$ cat config.mk
export PLATFORM = sky130hd
export DESIGN_NAME = bresenham_line_pixel_gen
export DESIGN_NICKNAME = d
export VERILOG_FILES = /design/src/hdl/blpg_pkg.sv /design/src/hdl/bresenham_line_pixel_gen.sv
export SDC_FILE = /design/constraint.sdc
export NUM_CORES = 2
export LEC_CHECK = 0
export BUFFER_PORTS_ARGS = -buffer_cell sky130_fd_sc_hd__clkbuf_2
export CORE_ASPECT_RATIO = 0.5
export CORE_MARGIN = 3
export CORE_UTILIZATION = 50
export CTS_BUF_LIST = sky130_fd_sc_hd__clkbuf_4 sky130_fd_sc_hd__clkbuf_8 sky130_fd_sc_hd__clkbuf_16
export DETAILED_ROUTE_END_ITERATION = 12
export PLACE_DENSITY = 0.77
export SYNTH_ARGS = -nofsm -noshare
export SYNTH_HDL_FRONTEND = slang
export SYNTH_SLANG_ARGS = --single-unit
$ cat constraint.sdc
create_clock -name i_clk -period 11.5 [get_ports i_clk]
set_clock_uncertainty 0.1 [all_clocks]
set_input_delay 0.575 -clock i_clk [delete_from_list [all_inputs] [get_ports i_clk]]
set_output_delay 0.575 -clock i_clk [all_outputs]
set_load 0.03 [all_outputs]
$ cat src/hdl/blpg_pkg.sv
// shared types and constants of the bresenham line pixel generator
`timescale 1ns / 1ps

package blpg_pkg;

    localparam int COORD_BITS = 16;
    localparam int MAX_WIDTH  = 4096;
    localparam int MAX_HEIGHT = 2160;

    localparam int WIDTH_BITS  = 13;
    localparam int HEIGHT_BITS = 12;
    localparam int ADDR_BITS   = 32;
    localparam int COLOR_BITS  = 32;
    localparam int CFG_BITS    = 32;

    // spans and error term grow by one bit each
    localparam int SPAN_BITS = COORD_BITS + 1;
    localparam int NSY_BITS  = COORD_BITS + 2;
    localparam int ERR_BITS  = COORD_BITS + 3;

    localparam logic MODE_START   = 1'b0;
    localparam logic MODE_ADVANCE = 1'b1;

    typedef enum logic [1:0] {
        CFG_MODE_ENABLED,
        CFG_SCREEN_WIDTH,
        CFG_SCREEN_HEIGHT,
        CFG_FRAME_BASE
    } t_cfg_idx;

    typedef logic signed [COORD_BITS-1:0] t_coord;

    typedef struct packed {
        logic                  mode;
        t_coord                start_x;
        t_coord                start_y;
        t_coord                end_x;
        t_coord                end_y;
        logic [COLOR_BITS-1:0] color;
    } t_line_in;

    typedef struct packed {
        logic                  point_valid;
        t_coord                pixel_x;
        t_coord                pixel_y;
        logic [COLOR_BITS-1:0] pixel_color;
        logic                  write_enable;
        logic [ADDR_BITS-1:0]  pixel_address;
        logic                  last_point;
    } t_pixel_out;

endpackage

$ cat src/hdl/bresenham_line_pixel_gen.sv
// top level of the bresenham line pixel generator
`timescale 1ns / 1ps

// One beat in gives one pixel beat out. A start beat (mode 0) loads both endpoints and the
// colour and yields the first endpoint; each advance beat (mode 1) takes one all-octant
// Bresenham step and yields the next point, the one equal to the second endpoint flagged as
// last_point. An advance with no line in progress yields a beat with every field zero. The
// block takes one beat per cycle while o_stall is low: the error-term step is a combinational
// set of adds and compares on the line registers, so it sets the rate. A result is offered on
// o_valid from the last stage register of a three-stage elastic pipe (step, row-offset
// multiply of y by the screen width, address add); a stalled output fills the empty stages
// before o_stall rises. write_enable needs mode_enabled and a point with 0 <= x < width and
// 0 <= y < height, width and height saturated at the package maxima. Configuration writes
// take effect at once and are meant for idle periods only.
module bresenham_line_pixel_gen
    import blpg_pkg::*;
(
    input  logic                i_clk,
    input  logic                i_rst_n,
    // configuration write port
    input  logic                i_cfg_we,
    input  t_cfg_idx            i_cfg_idx,
    input  logic [CFG_BITS-1:0] i_cfg_data,
    // command beats
    input  logic                i_valid,
    output logic                o_stall,
    input  t_line_in            i_in,
    // pixel beats
    output logic                o_valid,
    input  logic                i_stall,
    output t_pixel_out          o_out
);

    typedef struct packed {
        logic                  pv;
        t_coord                x;
        t_coord                y;
        logic [COLOR_BITS-1:0] color;
        logic                  last;
    } t_pt;

    typedef struct packed {
        t_pt                  pt;
        logic                 on;
        logic [ADDR_BITS-1:0] row_ofs;
    } t_pt_mul;

    // configuration registers
    logic                   r_mode_enabled;
    logic [WIDTH_BITS-1:0]  r_screen_width;
    logic [HEIGHT_BITS-1:0] r_screen_height;
    logic [ADDR_BITS-1:0]   r_frame_base;

    // line state
    t_coord                       r_pos_x, r_pos_y, r_target_x, r_target_y;
    t_coord                       n_pos_x, n_pos_y, n_target_x, n_target_y;
    logic                         r_dir_x_neg, r_dir_y_neg, n_dir_x_neg, n_dir_y_neg;
    logic [SPAN_BITS-1:0]         r_span_x, n_span_x;
    logic signed [NSY_BITS-1:0]   r_neg_span_y, n_neg_span_y;
    logic signed [ERR_BITS-1:0]   r_error_term, n_error_term;
    logic [COLOR_BITS-1:0]        r_line_color, n_line_color;
    logic                         r_line_active, n_line_active;

    // pipe stages
    logic    r_s1_v, r_s2_v, r_s3_v;
    t_pt     r_s1, n_s1;
    t_pt_mul r_s2, n_s2;
    t_pixel_out r_s3, n_s3;

    logic s1_free, s2_free, s3_free, accept;

    // elastic hand-off, a stage loads when it is empty or the next one drains or is empty
    assign s3_free = !r_s3_v || !i_stall;
    assign s2_free = !r_s2_v || s3_free;
    assign s1_free = !r_s1_v || s2_free;
    assign accept  = i_valid && s1_free;
    assign o_stall = !s1_free;
    assign o_valid = r_s3_v;
    assign o_out   = r_s3;

    // effective geometry, saturated at the maxima
    logic [WIDTH_BITS-1:0]  eff_w;
    logic [HEIGHT_BITS-1:0] eff_h;

    always_comb begin
        eff_w = ({1'b0, r_screen_width} > (WIDTH_BITS + 1)'(MAX_WIDTH))
              ? WIDTH_BITS'(MAX_WIDTH) : r_screen_width;
        eff_h = ({2'b0, r_screen_height} > (HEIGHT_BITS + 2)'(MAX_HEIGHT))
              ? HEIGHT_BITS'(MAX_HEIGHT) : r_screen_height;
    end

    // bresenham step: start load or one error-term step
    logic signed [SPAN_BITS-1:0] dx, dy;
    logic [SPAN_BITS-1:0]        ady;
    logic signed [ERR_BITS:0]    e2, nsy_w, sx_w, err_sum;
    logic                        step_x, step_y;
    t_coord                      pt_x, pt_y;

    always_comb begin
        n_pos_x       = r_pos_x;
        n_pos_y       = r_pos_y;
        n_target_x    = r_target_x;
        n_target_y    = r_target_y;
        n_dir_x_neg   = r_dir_x_neg;
        n_dir_y_neg   = r_dir_y_neg;
        n_span_x      = r_span_x;
        n_neg_span_y  = r_neg_span_y;
        n_error_term  = r_error_term;
        n_line_color  = r_line_color;
        n_line_active = r_line_active;
        n_s1          = '0;

        dx  = SPAN_BITS'(i_in.end_x) - SPAN_BITS'(i_in.start_x);
        dy  = SPAN_BITS'(i_in.end_y) - SPAN_BITS'(i_in.start_y);
        ady = dy[SPAN_BITS-1] ? unsigned'(-dy) : unsigned'(dy);

        e2      = {r_error_term, 1'b0};
        nsy_w   = (ERR_BITS + 1)'(r_neg_span_y);
        sx_w    = signed'({2'b0, r_span_x});
        step_x  = e2 >= nsy_w;
        step_y  = e2 <= sx_w;
        err_sum = (ERR_BITS + 1)'(r_error_term) + (step_x ? nsy_w : '0)
                + (step_y ? sx_w : '0);
        pt_x    = step_x ? (r_dir_x_neg ? r_pos_x - 1'b1 : r_pos_x + 1'b1) : r_pos_x;
        pt_y    = step_y ? (r_dir_y_neg ? r_pos_y - 1'b1 : r_pos_y + 1'b1) : r_pos_y;

        if (i_in.mode == MODE_START) begin
            n_pos_x       = i_in.start_x;
            n_pos_y       = i_in.start_y;
            n_target_x    = i_in.end_x;
            n_target_y    = i_in.end_y;
            n_dir_x_neg   = !(i_in.start_x < i_in.end_x);
            n_dir_y_neg   = !(i_in.start_y < i_in.end_y);
            n_span_x      = dx[SPAN_BITS-1] ? unsigned'(-dx) : unsigned'(dx);
            n_neg_span_y  = -signed'({1'b0, ady});
            n_error_term  = ERR_BITS'(signed'({2'b0, n_span_x})) + ERR_BITS'(n_neg_span_y);
            n_line_color  = i_in.color;
            n_s1.pv       = 1'b1;
            n_s1.x        = i_in.start_x;
            n_s1.y        = i_in.start_y;
            n_s1.color    = i_in.color;
            n_s1.last     = (i_in.start_x == i_in.end_x) && (i_in.start_y == i_in.end_y);
            n_line_active = !n_s1.last;
        end else if (r_line_active) begin
            n_pos_x       = pt_x;
            n_pos_y       = pt_y;
            n_error_term  = ERR_BITS'(err_sum);
            n_s1.pv       = 1'b1;
            n_s1.x        = pt_x;
            n_s1.y        = pt_y;
            n_s1.color    = r_line_color;
            n_s1.last     = (pt_x == r_target_x) && (pt_y == r_target_y);
            n_line_active = !n_s1.last;
        end
        // advance with no line: all-zero result, state untouched
    end

    // stage 2: clip test and row offset y * width (times four comes later)
    logic [ADDR_BITS-1:0] uy;

    always_comb begin
        uy         = unsigned'(ADDR_BITS'(r_s1.y));
        n_s2.pt    = r_s1;
        n_s2.on    = !r_s1.x[COORD_BITS-1] && !r_s1.y[COORD_BITS-1]
                  && (ADDR_BITS'(unsigned'(r_s1.x)) < ADDR_BITS'(eff_w))
                  && (ADDR_BITS'(unsigned'(r_s1.y)) < ADDR_BITS'(eff_h));
        n_s2.row_ofs = ADDR_BITS'(uy * ADDR_BITS'(eff_w));
    end

    // stage 3: byte address and write enable
    logic [ADDR_BITS-1:0] ux;

    always_comb begin
        ux   = unsigned'(ADDR_BITS'(r_s2.pt.x));
        n_s3 = '0;
        if (r_s2.pt.pv) begin
            n_s3.point_valid   = 1'b1;
            n_s3.pixel_x       = r_s2.pt.x;
            n_s3.pixel_y       = r_s2.pt.y;
            n_s3.pixel_color   = r_s2.pt.color;
            n_s3.write_enable  = r_mode_enabled && r_s2.on;
            n_s3.pixel_address = r_frame_base + {r_s2.row_ofs[ADDR_BITS-3:0], 2'b00}
                               + {ux[ADDR_BITS-3:0], 2'b00};
            n_s3.last_point    = r_s2.pt.last;
        end
    end

    always_ff @(posedge i_clk) begin
        if (!i_rst_n) begin
            r_mode_enabled  <= 1'b0;
            r_screen_width  <= WIDTH_BITS'(640);
            r_screen_height <= HEIGHT_BITS'(480);
            r_frame_base    <= ADDR_BITS'(32'hF000_0000);
            r_pos_x         <= '0;
            r_pos_y         <= '0;
            r_target_x      <= '0;
            r_target_y      <= '0;
            r_dir_x_neg     <= 1'b0;
            r_dir_y_neg     <= 1'b0;
            r_span_x        <= '0;
            r_neg_span_y    <= '0;
            r_error_term    <= '0;
            r_line_color    <= '0;
            r_line_active   <= 1'b0;
            r_s1_v          <= 1'b0;
            r_s2_v          <= 1'b0;
            r_s3_v          <= 1'b0;
        end else begin
            if (i_cfg_we) begin
                case (i_cfg_idx)
                    CFG_MODE_ENABLED:  r_mode_enabled  <= i_cfg_data[0];
                    CFG_SCREEN_WIDTH:  r_screen_width  <= i_cfg_data[WIDTH_BITS-1:0];
                    CFG_SCREEN_HEIGHT: r_screen_height <= i_cfg_data[HEIGHT_BITS-1:0];
                    CFG_FRAME_BASE:    r_frame_base    <= i_cfg_data[ADDR_BITS-1:0];
                    default: ;
                endcase
            end
            if (accept) begin
                r_pos_x       <= n_pos_x;
                r_pos_y       <= n_pos_y;
                r_target_x    <= n_target_x;
                r_target_y    <= n_target_y;
                r_dir_x_neg   <= n_dir_x_neg;
                r_dir_y_neg   <= n_dir_y_neg;
                r_span_x      <= n_span_x;
                r_neg_span_y  <= n_neg_span_y;
                r_error_term  <= n_error_term;
                r_line_color  <= n_line_color;
                r_line_active <= n_line_active;
            end
            if (s1_free) r_s1_v <= i_valid;
            if (s2_free) r_s2_v <= r_s1_v;
            if (s3_free) r_s3_v <= r_s2_v;
        end
    end

    // payload stages, no reset
    always_ff @(posedge i_clk) begin
        if (accept) r_s1 <= n_s1;
        if (s2_free) r_s2 <= n_s2;
        if (s3_free) r_s3 <= n_s3;
    end

endmodule

==> metrics.cfg <==
[layout]
final_util_pct = 56.6
register_area_um2 = 12200
fin_nets = 4716
fillers = 6135
drive_gt1_share_pct = 9.53
area_delta_synth_final_pct = 10.1
multi_input_area_um2 = 21800

[setup_path]
crit_required_ns = 11.78
startpoint_type = register
reg2reg_slack_ns = 2.99
arrival_ns = 8.79
critPathKind = register to register
crit_fanout = 30
endpoint_kind = register

[routing]
dr.pass1.iters = 6
routedWlPerCell_um = 19.2
drc_errors = 0
via_per_inst = 5.67
drt-initial-drc-count = 2391
vias = 28700
postRouteAntennaNets = 0
routed_wl_um = 97200

[floorplan]
core_area_um2 = 70300
design.die.area_um2 = 75700
ios = 237
die_y_um = 196
initial_core_util_pct = 51.4
die_w_um = 386
row_count = 68

[logic_synthesis]
synth.net_count = 4568
yosys.area.top_type = edfxtp_1
synth-seq-area-share_pct = 33.6
yosysUniqueCellTypes = 83
synthArstFlopShare_pct = 0
synth_top_area_share_pct = 21.8
synth_area_leaders = edfxtp_1, fa_1, dfxtp_1, ha_1, nand2_1
synth_enable_flop_cells = 262
syn_inst = 3917
ys_ff_latch = 476
syn_area_per_cell_um2 = 9.23
yosys_most_used_dff = edfxtp_1
synthesis.area_um2 = 36100
yosysWarningCount = 0

[timing]
max_freq_mhz = 117
totalNegativeSetupSlack_ns = 0
finalSetupViolCount = 0
maxSlewHeadroom_pct = 12.5
rsz0062_at_grt = no
worst_pin_slew_ns = 1.31
final_max_slew_viol_count = 0
min_period_ns = 8.51
hold_violations = 0
period_share_pct = 74.0

[power]
ir_drop_mv = 0.109
power.leakage_uw = 0.0177
power_density_nw_per_um2 = 167

[clocking]
ctsResizeCount = 0
cts-buffers-inserted = 45
clockBufferDepth = 3
clockRootBuffer = clkbuf_16
ctsHoldBuffers = 0
clk_pin_slew_ns = 0.07
cts_tree = yes
cts_sinks = 476
htreeDepth = 2
clkLatencyLatePin_ns = 0.63
post-cts-setup-buffers = 0

[placement]
gp_congestion = 0.961
numPortBuffers = 236
post-dp-hpwl_um = 72800

[worst_hold_path]
min_path_type = primary input to register

[global_route]
grt_overflow = 0
grt_max_degree = 171
antenna_found_initial = 14
grt_pass1_vias = 28400
grt_use_total_pct = 25.6
grt_pass1_wl_um = 155000

[outcome]
status = finished clean

[run]
cap_violations = 0

-- layout make-up --
type                            instances  area share [%]
Multi-Input combinational cell       2858            54.9
Antenna cell                           13          0.0818
Sequential cell                       476            30.6
Tap cell                              945            2.97
Clock inverter                         34            1.08
Inverter                              420            3.98
Clock buffer                           50            2.93
Timing Repair Buffer                  264            3.54
-- worst max-delay path, cell delays in order, from the launching register on --
cell	delay (ns)
dfxtp_1	0.64
nor2b_1	1.15
nand2_1	0.17
fa_1	0.45
fa_1	0.53
fa_1	0.50
inv_1	0.05
fa_1	0.50
fa_1	0.54
inv_1	0.06
fa_1	0.54
inv_1	0.04
ha_1	0.33
and3_1	0.20
a221oi_1	0.35
nor2b_1	0.13
a211oi_1	0.41
a211oi_1	0.20
o221ai_1	0.28
o211ai_1	0.16
or4_1	0.46
a41o_1	0.25
a21oi_1	0.18
xnor2_1	0.08
-- path summary, 6_finish.rpt --
path                      startpoint                to  cells past startpoint
setup / recovery  r_screen_width[12]          r_s2[28]                     23
hold / removal        i_cfg_data[30]  r_frame_base[30]                      3
hold reg to reg             n_s2[44]          r_s2[44]                      0
setup reg to reg  r_screen_width[12]          r_s2[28]                     23
-- where the power goes --
part           internal (uW)  leakage [uW]  total, uW  switching (uW)
Sequential              2050       0.00463       2200             151
Clock                    911      0.000787       1650             735
Combinational           1100        0.0123       2790            1690
-- registers in the layout, summed over array words and instances, names as in the netlist, 12 cells and up --
signal,cells
r_screen_width,13
r_target_x,16
r_screen_height,12
r_frame_base,32
r_pos_y,16
r_error_term,19
r_target_y,16
r_pos_x,16
r_s2,97
r_span_x,17
o_out,99
n_s2,66
r_line_color,32
r_neg_span_y,18
-- synthesized netlist by cell type (76+ instances only) --
library cell and n:
nand2_1 477, inv_1 419, a21oi_1 306, edfxtp_1 262, ha_1 260, fa_1 255, nor2_1 254, dfxtp_1 214
and2_1 207, o21ai_0 153, clkbuf_1 149, xnor2_1 124, nand3_1 97, a211oi_1 90, xor2_1 76
-- placed cells by master, fill, tap and decap left out, drive strengths merged, types with 22 or more instances in the layout --
cell,netlist,final
nand2,477,477
inv,419,427
a21oi,306,306
clkbuf,149,285
edfxtp,262,262
ha,260,260
fa,255,255
nor2,254,254
dfxtp,214,214
and2,209,209
o21ai,153,153
xnor2,124,124
nand3,97,97
a211oi,91,91
xor2,76,76
a21o,49,49
nor3,47,47
mux2i,35,35
nor2b,32,32
nand4,31,31
o21a,29,29
buf,14,29
nand2b,26,26
and3,24,24
o211ai,24,24
or3,22,22
-- layer usage --
metal	track usage (%)	wire, um	part of all wire, %	vias up
met3	3.91	6480	6.7	180
met5	0	13	0.013	-
met1	35.4	42600	44	13900
met4	8.46	2980	3.1	2
li1	-	-	-	13700
met2	41.4	45100	46	912
-- stage by stage --
step / setup WS (ns) / instances / hold slack [ns] / area [um^2] / total power (uW)
2_1_floorplan: 4.20 / 3917 / 0.300 / 36100 / 4280
3_5_place_dp: 3.06 / 4963 / 0.305 / 38200 / 4980
4_1_cts: 3.09 / 5047 / 0.0141 / 39700 / 6640
6_report: 2.99 / 5060 / 0.0569 / 39800 / 6630
5_1_grt: 2.46 / 5059 / 0.0371 / 39800 / 7080
3_3_place_gp: 3.26 / 4963 / 0.301 / 38200 / 4910
-- kinds of logic (layout without fill, tap and decap cells) --
| logic type | Yosys count | after routing | share of synthesized area (%) |
|---|---|---|---|
| and+or+nand+nor | 1292 | 1292 | 17.1 |
| AOI/OAI and AO/OA | 811 | 811 | 14.1 |
| buffers and inverters | 583 | 768 | 6.06 |
| adders and majority gates | 515 | 515 | 23.1 |
| DFF | 476 | 476 | 33.6 |
| xor gates and xnor gates | 201 | 201 | 4.91 |
| muxes | 39 | 39 | 1.10 |
| other | 0 | 13 | 0 |
Power figures use the tool's default switching activity.
